===== config.mk =====
export PLATFORM = sky130hd
export DESIGN_NAME = buck_pi_duty_controller
export DESIGN_NICKNAME = d
export VERILOG_FILES = /design/src/hw/rtl/bpdc_pkg.sv /design/src/hw/rtl/bpdc_volt_scale.sv /design/src/hw/rtl/bpdc_ser_mul.sv /design/src/hw/rtl/buck_pi_duty_controller.sv
export SDC_FILE = /design/constraint.sdc
export NUM_CORES = 1
export LEC_CHECK = 0
export BUFFER_PORTS_ARGS = -buffer_cell sky130_fd_sc_hd__buf_2
export CELL_PAD_IN_SITES_DETAIL_PLACEMENT = 1
export CELL_PAD_IN_SITES_GLOBAL_PLACEMENT = 2
export CORE_AREA = 2 2 291 293
export DETAILED_ROUTE_END_ITERATION = 7
export DIE_AREA = 0 0 293 295
export PLACE_DENSITY = 0.68
export RECOVER_POWER = 100
export SETUP_SLACK_MARGIN = 0.02
export SYNTH_ARGS = -nofsm -noshare
export SYNTH_HDL_FRONTEND = slang
export SYNTH_HIERARCHICAL = 1
export SYNTH_SLANG_ARGS = --single-unit

===== constraint.sdc =====
create_clock -name clk -period 18.2 [get_ports clk]
set_input_delay 3.64 -clock clk [delete_from_list [all_inputs] [get_ports clk]]
set_output_delay 3.64 -clock clk [all_outputs]
set_load 0.05 [all_outputs]

===== src/hw/rtl/bpdc_pkg.sv =====
`timescale 1ns / 1ps
// Shared types and constants for the buck PI duty controller.
// Used by bpdc_volt_scale, bpdc_ser_mul and buck_pi_duty_controller.

package bpdc_pkg;

  // field widths
  localparam int ADC_W     = 12;
  localparam int FRAC_BITS = 16;
  localparam int VOLT_W    = 21;
  localparam int COEF_W    = 17;
  localparam int DUTY_W    = 17;
  localparam int CMP_W     = 16;
  localparam int STAT_W    = 2;

  // config port
  localparam int CFG_IDX_W  = 3;
  localparam int CFG_DATA_W = 21;

  localparam logic [CFG_IDX_W-1:0] CFG_REF_VOLTAGE = 3'd0;
  localparam logic [CFG_IDX_W-1:0] CFG_COEF_NOW    = 3'd1;
  localparam logic [CFG_IDX_W-1:0] CFG_COEF_PREV   = 3'd2;
  localparam logic [CFG_IDX_W-1:0] CFG_DUTY_MIN    = 3'd3;
  localparam logic [CFG_IDX_W-1:0] CFG_DUTY_MAX    = 3'd4;
  localparam logic [CFG_IDX_W-1:0] CFG_PWM_PERIOD  = 3'd5;

  // reset values of the config registers
  localparam logic [VOLT_W-1:0]        RST_REF_VOLTAGE = 21'd655360;
  localparam logic signed [COEF_W-1:0] RST_COEF_NOW    = 17'sd3499;
  localparam logic signed [COEF_W-1:0] RST_COEF_PREV   = -17'sd3482;
  localparam logic [DUTY_W-1:0]        RST_DUTY_MIN    = 17'd6554;
  localparam logic [DUTY_W-1:0]        RST_DUTY_MAX    = 17'd58982;
  localparam logic [CMP_W-1:0]         RST_PWM_PERIOD  = 16'd37500;

  // duty of one in Q16
  localparam logic [DUTY_W-1:0] DUTY_ONE = 17'h10000;

  // voltage scaling: volts = y + floor(y / 4095) with y = sample * 30 * 16
  localparam int SCALED_W = 17;             // sample * 30
  localparam int QUOT_W   = 9;              // floor(y / 4095) <= 480
  localparam int REM_W    = 22;
  localparam logic [REM_W-1:0] ADC_FULL = 22'd4095;

  // serial multiplier, signed mcand times signed mplier, one mplier bit per cycle
  localparam int MCAND_W  = 18;
  localparam int MPLIER_W = 22;
  localparam int PROD_W   = MCAND_W + MPLIER_W;
  localparam int ACC_W    = MCAND_W + 1;
  localparam int MCNT_W   = 5;

  // error and duty sum widths
  localparam int ERR_W = 22;
  localparam int SUM_W = 24;

  typedef struct packed {
    logic busy;
    logic done;
  } mul_stat_t;

  typedef enum logic [STAT_W-1:0] {
    CLAMP_NONE  = 2'd0,
    CLAMP_UPPER = 2'd1,
    CLAMP_LOWER = 2'd2
  } clamp_t;

  typedef enum logic [2:0] {
    S_IDLE,
    S_VOLT,
    S_MUL_ERR,
    S_CLAMP,
    S_CMP_GO,
    S_CMP_WAIT,
    S_OUT
  } state_t;

endpackage


===== src/hw/rtl/bpdc_volt_scale.sv =====
`timescale 1ns / 1ps
// Two-stage scaling of a raw ADC sample to Q16 volts, full scale 30 V.
// Depends on bpdc_pkg.

module bpdc_volt_scale import bpdc_pkg::*; (
  input  logic              clk,
  input  logic              rst_n,
  input  logic              start,
  input  logic [ADC_W-1:0]  sample,
  output logic              done,
  output logic [VOLT_W-1:0] volts
);

  logic [SCALED_W-1:0] x;
  logic [VOLT_W-1:0]   y;
  logic [VOLT_W-1:0]   t;
  logic [VOLT_W-1:0]   y_r;
  logic [QUOT_W-1:0]   q0_r;
  logic                v1_r;
  logic                done_r;
  logic [VOLT_W-1:0]   volts_r;
  logic [REM_W-1:0]    mult_q0;
  logic [REM_W-1:0]    rem;
  logic                q_inc;

  // stage 1: y = sample*480, quotient estimate q0 = (y + y/4096) / 4096, short by at most one
  assign x = (SCALED_W'(sample) << 5) - (SCALED_W'(sample) << 1);
  assign y = {x, 4'b0000};
  assign t = y + (y >> 12);

  // stage 2: remainder check fixes the estimate, then volts = y + y/4095
  assign mult_q0 = (REM_W'(q0_r) << 12) - REM_W'(q0_r);
  assign rem     = REM_W'(y_r) - mult_q0;
  assign q_inc   = (rem >= ADC_FULL);

  // control
  always_ff @(posedge clk) begin
    if (!rst_n) begin
      v1_r   <= 1'b0;
      done_r <= 1'b0;
    end else begin
      v1_r   <= start;
      done_r <= v1_r;
    end
  end

  // data
  always_ff @(posedge clk) begin
    if (start) begin
      y_r  <= y;
      q0_r <= t[VOLT_W-1:12];
    end
    if (v1_r) begin
      volts_r <= y_r + VOLT_W'(q0_r) + VOLT_W'(q_inc);
    end
  end

  assign done  = done_r;
  assign volts = volts_r;

endmodule


===== src/hw/rtl/bpdc_ser_mul.sv =====
`timescale 1ns / 1ps
// Bit-serial signed multiplier: one multiplier bit per cycle, shift-add with
// a subtract on the sign bit. Depends on bpdc_pkg.

module bpdc_ser_mul import bpdc_pkg::*; (
  input  logic                       clk,
  input  logic                       rst_n,
  input  logic                       start,
  input  logic signed [MCAND_W-1:0]  mcand,
  input  logic signed [MPLIER_W-1:0] mplier,
  output mul_stat_t                  stat,
  output logic signed [PROD_W-1:0]   product
);

  localparam logic [MCNT_W-1:0] LAST_STEP = MCNT_W'(MPLIER_W - 1);

  logic                busy_r;
  logic                done_r;
  logic [MCNT_W-1:0]   cnt_r;
  logic [MCAND_W-1:0]  m_r;
  logic [ACC_W-1:0]    acc_r;
  logic [MPLIER_W-1:0] q_r;
  logic [ACC_W-1:0]    addend;
  logic [ACC_W-1:0]    sum;
  logic                last;

  // partial product step; the sign bit of the multiplier weighs negative
  assign last   = (cnt_r == LAST_STEP);
  assign addend = q_r[0] ? {m_r[MCAND_W-1], m_r} : '0;
  assign sum    = last ? (acc_r - addend) : (acc_r + addend);

  // control
  always_ff @(posedge clk) begin
    if (!rst_n) begin
      busy_r <= 1'b0;
      done_r <= 1'b0;
      cnt_r  <= '0;
    end else begin
      done_r <= busy_r && !start && last;
      if (start) begin
        busy_r <= 1'b1;
        cnt_r  <= '0;
      end else if (busy_r) begin
        cnt_r <= cnt_r + 1'b1;
        if (last) begin
          busy_r <= 1'b0;
        end
      end
    end
  end

  // datapath: arithmetic shift right of {acc, q} each step
  always_ff @(posedge clk) begin
    if (start) begin
      m_r   <= mcand;
      acc_r <= '0;
      q_r   <= mplier;
    end else if (busy_r) begin
      acc_r <= {sum[ACC_W-1], sum[ACC_W-1:1]};
      q_r   <= {sum[0], q_r[MPLIER_W-1:1]};
    end
  end

  assign stat.busy = busy_r;
  assign stat.done = done_r;
  assign product   = {acc_r[MCAND_W-1:0], q_r};

endmodule


===== src/hw/rtl/buck_pi_duty_controller.sv =====
`timescale 1ns / 1ps
// Buck converter duty controller top: velocity-form PI with duty clamp.
// Depends on bpdc_pkg, bpdc_volt_scale and bpdc_ser_mul.

// One ADC sample is taken per beat on the in_ channel and gives exactly one
// result beat on the out_ channel. The sample is scaled to Q16 volts in the
// scaler, then the two error products run side by side on bit-serial
// multipliers (one multiplier bit per cycle), the duty is summed (sum_r) and
// clamped (duty_acc_r), and the compare count period*(1-duty) takes a further
// serial multiply. One sample is in flight at a time; in_ready is high whenever
// the block is idle, even while the last result waits in the output register.
// Config registers are written through cfg_we/cfg_index/cfg_wdata with no wait
// state and should only be changed between samples.

module buck_pi_duty_controller import bpdc_pkg::*; (
  input  logic                  clk,
  input  logic                  rst_n,
  // sample channel
  input  logic                  in_valid,
  output logic                  in_ready,
  input  logic [ADC_W-1:0]      in_adc_sample,
  // result channel
  output logic                  out_valid,
  input  logic                  out_ready,
  output logic [CMP_W-1:0]      out_compare_value,
  output logic [DUTY_W-1:0]     out_duty_fraction,
  output logic [VOLT_W-1:0]     out_measured_voltage,
  output logic [STAT_W-1:0]     out_clamp_status,
  // config write port
  input  logic                  cfg_we,
  input  logic [CFG_IDX_W-1:0]  cfg_index,
  input  logic [CFG_DATA_W-1:0] cfg_wdata
);

  // config registers
  logic [VOLT_W-1:0]        ref_voltage_r;
  logic signed [COEF_W-1:0] coef_now_r;
  logic signed [COEF_W-1:0] coef_prev_r;
  logic [DUTY_W-1:0]        duty_min_r;
  logic [DUTY_W-1:0]        duty_max_r;
  logic [CMP_W-1:0]         pwm_period_r;

  // loop state
  logic [VOLT_W-1:0] last_voltage_r;
  logic [DUTY_W-1:0] duty_acc_r;
  clamp_t            status_r;
  clamp_t            status_nxt;
  logic [SUM_W-1:0]  sum_r;
  logic [SUM_W-1:0]  sum_nxt;
  logic [DUTY_W-1:0] duty_nxt;

  state_t state_r;
  state_t state_nxt;

  // output register
  logic              out_valid_r;
  logic [CMP_W-1:0]  out_cmp_r;
  logic [DUTY_W-1:0] out_duty_r;
  logic [VOLT_W-1:0] out_volt_r;
  clamp_t            out_stat_r;

  // unit hookup
  logic                       vs_start;
  logic                       vs_done;
  logic [VOLT_W-1:0]          vs_volts;
  logic                       mul0_start;
  logic                       mul1_start;
  logic signed [MCAND_W-1:0]  mul0_mcand;
  logic signed [MPLIER_W-1:0] mul0_mplier;
  logic signed [MCAND_W-1:0]  mul1_mcand;
  logic signed [MPLIER_W-1:0] mul1_mplier;
  mul_stat_t                  mul0_stat;
  mul_stat_t                  mul1_stat;
  logic signed [PROD_W-1:0]   mul0_product;
  logic signed [PROD_W-1:0]   mul1_product;

  logic [ERR_W-1:0]  e_now;
  logic [ERR_W-1:0]  e_prev;
  logic [DUTY_W-1:0] one_minus_duty;

  // handshake-driven control
  logic in_fire;
  logic out_load;
  logic sum_load;
  logic clamp_load;
  logic err_start;

  assign in_ready = (state_r == S_IDLE);
  assign in_fire  = in_valid && in_ready;

  // state register
  always_ff @(posedge clk) begin
    if (!rst_n) begin
      state_r <= S_IDLE;
    end else begin
      state_r <= state_nxt;
    end
  end

  // next state and step controls
  always_comb begin
    state_nxt  = state_r;
    vs_start   = 1'b0;
    err_start  = 1'b0;
    sum_load   = 1'b0;
    clamp_load = 1'b0;
    out_load   = 1'b0;
    case (state_r)
      S_IDLE: begin
        if (in_fire) begin
          vs_start  = 1'b1;
          state_nxt = S_VOLT;
        end
      end
      S_VOLT: begin
        if (vs_done) begin
          err_start = 1'b1;
          state_nxt = S_MUL_ERR;
        end
      end
      S_MUL_ERR: begin
        if (mul0_stat.done) begin
          sum_load  = 1'b1;
          state_nxt = S_CLAMP;
        end
      end
      S_CLAMP: begin
        clamp_load = 1'b1;
        state_nxt  = S_CMP_GO;
      end
      S_CMP_GO: begin
        state_nxt = S_CMP_WAIT;
      end
      S_CMP_WAIT: begin
        if (mul0_stat.done) begin
          state_nxt = S_OUT;
        end
      end
      S_OUT: begin
        if (!out_valid_r || out_ready) begin
          out_load  = 1'b1;
          state_nxt = S_IDLE;
        end
      end
      default: begin
        state_nxt = S_IDLE;
      end
    endcase
  end

  // config writes
  always_ff @(posedge clk) begin
    if (!rst_n) begin
      ref_voltage_r <= RST_REF_VOLTAGE;
      coef_now_r    <= RST_COEF_NOW;
      coef_prev_r   <= RST_COEF_PREV;
      duty_min_r    <= RST_DUTY_MIN;
      duty_max_r    <= RST_DUTY_MAX;
      pwm_period_r  <= RST_PWM_PERIOD;
    end else if (cfg_we) begin
      case (cfg_index)
        CFG_REF_VOLTAGE: ref_voltage_r <= cfg_wdata[VOLT_W-1:0];
        CFG_COEF_NOW:    coef_now_r    <= cfg_wdata[COEF_W-1:0];
        CFG_COEF_PREV:   coef_prev_r   <= cfg_wdata[COEF_W-1:0];
        CFG_DUTY_MIN:    duty_min_r    <= cfg_wdata[DUTY_W-1:0];
        CFG_DUTY_MAX:    duty_max_r    <= cfg_wdata[DUTY_W-1:0];
        CFG_PWM_PERIOD:  pwm_period_r  <= cfg_wdata[CMP_W-1:0];
        default: ;
      endcase
    end
  end

  // voltage scaling
  bpdc_volt_scale u_volt (
    .clk    (clk),
    .rst_n  (rst_n),
    .start  (vs_start),
    .sample (in_adc_sample),
    .done   (vs_done),
    .volts  (vs_volts)
  );

  // errors against the reference; e_prev uses the voltage of the previous sample
  assign e_now  = {1'b0, ref_voltage_r} - {1'b0, vs_volts};
  assign e_prev = {1'b0, ref_voltage_r} - {1'b0, last_voltage_r};

  // 1 - duty, zero when the duty reaches one
  assign one_minus_duty = duty_acc_r[DUTY_W-1] ? '0 : (DUTY_ONE - duty_acc_r);

  // multiplier 0: current error, then the compare count
  assign mul0_start  = err_start || (state_r == S_CMP_GO);
  assign mul0_mcand  = (state_r == S_CMP_GO) ? {2'b00, pwm_period_r}
                                              : {coef_now_r[COEF_W-1], coef_now_r};
  assign mul0_mplier = (state_r == S_CMP_GO) ? {5'b00000, one_minus_duty} : e_now;

  // multiplier 1: previous error
  assign mul1_start  = err_start;
  assign mul1_mcand  = {coef_prev_r[COEF_W-1], coef_prev_r};
  assign mul1_mplier = e_prev;

  bpdc_ser_mul u_mul0 (
    .clk     (clk),
    .rst_n   (rst_n),
    .start   (mul0_start),
    .mcand   (mul0_mcand),
    .mplier  (mul0_mplier),
    .stat    (mul0_stat),
    .product (mul0_product)
  );

  bpdc_ser_mul u_mul1 (
    .clk     (clk),
    .rst_n   (rst_n),
    .start   (mul1_start),
    .mcand   (mul1_mcand),
    .mplier  (mul1_mplier),
    .stat    (mul1_stat),
    .product (mul1_product)
  );

  // duty update, each product floored on its own by the arithmetic shift
  assign sum_nxt = SUM_W'(duty_acc_r)
                 + mul0_product[PROD_W-1:FRAC_BITS]
                 + mul1_product[PROD_W-1:FRAC_BITS];

  // clamp: upper limit tested first
  always_comb begin
    duty_nxt   = sum_r[DUTY_W-1:0];
    status_nxt = CLAMP_NONE;
    if ($signed(sum_r) > $signed(SUM_W'(duty_max_r))) begin
      duty_nxt   = duty_max_r;
      status_nxt = CLAMP_UPPER;
    end else if ($signed(sum_r) < $signed(SUM_W'(duty_min_r))) begin
      duty_nxt   = duty_min_r;
      status_nxt = CLAMP_LOWER;
    end
  end

  // loop state registers
  always_ff @(posedge clk) begin
    if (!rst_n) begin
      last_voltage_r <= '0;
      duty_acc_r     <= '0;
      status_r       <= CLAMP_NONE;
    end else begin
      if (err_start) begin
        last_voltage_r <= vs_volts;
      end
      if (clamp_load) begin
        duty_acc_r <= duty_nxt;
        status_r   <= status_nxt;
      end
    end
  end

  always_ff @(posedge clk) begin
    if (sum_load) begin
      sum_r <= sum_nxt;
    end
  end

  // output register
  always_ff @(posedge clk) begin
    if (!rst_n) begin
      out_valid_r <= 1'b0;
    end else if (out_load) begin
      out_valid_r <= 1'b1;
    end else if (out_ready) begin
      out_valid_r <= 1'b0;
    end
  end

  always_ff @(posedge clk) begin
    if (out_load) begin
      out_cmp_r  <= mul0_product[FRAC_BITS+CMP_W-1:FRAC_BITS];
      out_duty_r <= duty_acc_r;
      out_volt_r <= last_voltage_r;
      out_stat_r <= status_r;
    end
  end

  assign out_valid            = out_valid_r;
  assign out_compare_value    = out_cmp_r;
  assign out_duty_fraction    = out_duty_r;
  assign out_measured_voltage = out_volt_r;
  assign out_clamp_status     = out_stat_r;

  // multiplier 0 finishes only where the sequencer waits for it
  a_mul0_done_state: assert property (@(posedge clk) disable iff (!rst_n)
    mul0_stat.done |-> (state_r == S_MUL_ERR || state_r == S_CMP_WAIT))
    else $error("multiplier 0 finished outside a wait state");

  // both error products finish together
  a_mul_pair: assert property (@(posedge clk) disable iff (!rst_n)
    (state_r == S_MUL_ERR && mul0_stat.done) |-> mul1_stat.done)
    else $error("error multipliers out of step");

  // multiplier 1 only runs during the error phase
  a_mul1_busy: assert property (@(posedge clk) disable iff (!rst_n)
    mul1_stat.busy |-> (state_r == S_MUL_ERR))
    else $error("multiplier 1 busy outside the error phase");

  // clamped duty lies within ordered limits
  a_duty_range: assert property (@(posedge clk) disable iff (!rst_n)
    (state_r == S_CMP_GO && $past(duty_min_r) <= $past(duty_max_r)) |->
    (duty_acc_r >= $past(duty_min_r) && duty_acc_r <= $past(duty_max_r)))
    else $error("clamped duty outside limits");

  // upper clamp status goes with the upper limit
  a_upper_clamp: assert property (@(posedge clk) disable iff (!rst_n)
    (state_r == S_CMP_GO && status_r == CLAMP_UPPER) |-> duty_acc_r == $past(duty_max_r))
    else $error("upper clamp status without duty at upper limit");

endmodule


==> impl_metrics.env <==
export IMPL_fin_skew_ns=0.0288
export IMPL_syn_to_final_growth_pct=12.0
export IMPL_drive_gt1_share_pct=7.49
export IMPL_leakage_nw=10.7
export IMPL_cts_hold_buf=0
export IMPL_htree_levels=2
export IMPL_antenna_left=0
export IMPL_relSlewSlack_pct=-185
export IMPL_drt_iter0_drc=931
export IMPL_drv_cap=9
export IMPL_syn_mean_instance_area_sq_um=9.60
export IMPL_rsz0062_at_grt="no"
export IMPL_drt_pass1_iter_count=5
export IMPL_root_buffer="clkbuf_16"
export IMPL_insertion_delay_ns=0.62
export IMPL_seq_area_sq_um=10200
export IMPL_routed_wl_um=80700
export IMPL_drc=0
export IMPL_layout_common_cells="nand2_1 (367), edfxtp_1 (206), ha_1 (202)"
export IMPL_dp_slack_ns=10.26
export IMPL_portBuffers=98
export IMPL_grt_ovfl_total=0
export IMPL_grt_max_degree=89
export IMPL_postCtsSetupRepairBufs=0
export IMPL_grt_pass1_wl_um=123000
export IMPL_maxSlewViolCount=430
export IMPL_cts_resized=0
export IMPL_fill_cells=9444
export IMPL_final_area_sq_um=27700
export IMPL_cp_buffers_inverters=2
export IMPL_cp_max_fo=7
export IMPL_die_w_um=293
export IMPL_die_h_um=295
export IMPL_cp_arrival_ns=8.56
export IMPL_startpoint_type="input pin"
export IMPL_crit_family="compound AO/OA/AOI/OAI gates"
export IMPL_gp_congestion=0.837
export IMPL_cts_tree="done"
export IMPL_vias=19429
export IMPL_placed_area_sq_um=26300
export IMPL_hold_slack_ns=0.420
export IMPL_start_util_pct=29.7
export IMPL_critical_path_class="input pin to register"
export IMPL_crit_chain="clkbuf_1, ha_1, nand4bb_1, a2111oi_0, a211o_4, or3_1, xnor2_1, inv_1, ha_1, and3_1, o211ai_1, a211oi_1, a2111oi_0, and4bb_1, nand4_1, nor3_1, xor2_1"
export IMPL_grt_pass1_vias=20274
export IMPL_setup_slack_ns=9.97
export IMPL_vdd_drop_max_mv=0.0721
export IMPL_power_total_mw=3.21
export IMPL_antenna_cells=0
export IMPL_antenna_found_initial=5
export IMPL_slowest_stage="a2111oi_0"
export IMPL_max_stage_delay_ns=1.26
export IMPL_hold_path_class="register to register"
export IMPL_finalCritPeriodShare_pct=45.2
export IMPL_setup_violations=0
export IMPL_core_area_sq_um=83200
export IMPL_yosys_warnings=6
export IMPL_layout_nets=2909
export IMPL_fin_tns_setup_ns=0
export IMPL_hold_viol_final=0
export IMPL_cts_buffers=51
export IMPL_violations="capacitance limit, slew limit"
export IMPL_max_freq_mhz=122
export IMPL_period_minus_slack_ns=8.23
export IMPL_synth_cells=2573
export IMPL_clock_sinks=406
export IMPL_clkTransAtPathRegs_ns=0.06
export IMPL_syn_nets=2838
export IMPL_worstPathRequired_ns=18.54
export IMPL_io_pins=99
export IMPL_worst_setup_path_end_kind="register"
export IMPL_multi_input_area_sq_um=13400
export IMPL_rows=106
export IMPL_cts_buffer_depth=3
export IMPL_viasPerCell=5.16
export IMPL_p_per_area_nw_per_um2=116
export IMPL_grtUsageTotal_pct=18.5
export IMPL_dieArea_sq_um=86400
export IMPL_netlist_area_sq_um=24700
export IMPL_worst_pin_slew_ns=4.27
export IMPL_status="finished with violations"
export IMPL_final_common_cell="nand2_1"
export IMPL_wl_per_cell_um=21.4
export IMPL_dp_hpwl_um=61700
## sequential cells by signal, indices dropped and copies added (netlist names), 9 cells and up
signal                cells
coef_now_r               17
coef_prev_r              17
duty_acc_r               17
duty_max_r               17
duty_min_r               17
last_voltage_r           21
out_compare_value        16
out_duty_fraction        17
out_measured_voltage     21
pwm_period_r             16
ref_voltage_r            21
sum_r                    24
u_mul0/acc_r             18
u_mul0/m_r               18
u_mul0/q_r               22
u_mul1/acc_r             18
u_mul1/m_r               18
u_mul1/q_r               22
u_volt/q0_r               9
u_volt/volts             21
u_volt/y_r               16
## path summary, 6_finish.rpt
check / startpoint / endpoint / slack [ns] / cells past startpoint
max reg2reg: state_r[2]$_SDFFE_PN0P_ / u_mul0/q_r[19]$_DFFE_PP_ / 10.65 / 6
min reg2reg: coef_prev_r[12]$_SDFFE_PN1P_ / u_mul1/m_r[12]$_DFFE_PP_ / 0.42 / 0
max: in_adc_sample[0] / u_volt/q0_r[8]$_DFFE_PP_ / 9.97 / 17
min: coef_prev_r[12]$_SDFFE_PN1P_ / u_mul1/m_r[12]$_DFFE_PP_ / 0.42 / 0
## cell type report
type | instances | area share, %
clock buffers | 77 | 5.07
clock inverters | 17 | 0.823
inverters | 158 | 2.14
multi-input cells | 1910 | 48.4
flip-flops and latches | 406 | 36.8
well taps | 1080 | 4.88
repair buffers | 117 | 1.85
## layer usage
metal  wire length [um]  vias to the layer above  global-route usage [%]
met5                  0                        -                       0
met4               3270                        0                    7.38
met3               2380                      126                    2.34
met2              39700                      298                    32.8
met1              35400                     9615                    22.9
li1                   -                     9390                       -
## through the flow
step | cells | utilization [%]
final | 3765 | 33.3
after global routing | 3765 | 33.3
after CTS | 3765 | 33.6
after detailed placement | 3671 | 31.6
after global placement | 3671 | 31.6
after floorplan | 2573 | -
## where the power goes
part / total, mW / switching (mW) / internal (mW)
registers: 1.18 / 0.114 / 1.07
logic: 1.02 / 0.591 / 0.428
clock network: 1.01 / 0.413 / 0.592
total: 3.21 / 1.12 / 2.09
## worst reg2reg max path, stage by stage, from the launching register on
cell	delay [ns]
dfxtp_1	0.53
nor3b_1	0.29
clkbuf_1	1.71
or2_2	0.35
clkbuf_1	2.44
inv_1	0.77
nand2_1	1.07
Note: power is estimated with default switching activity, not from simulation.
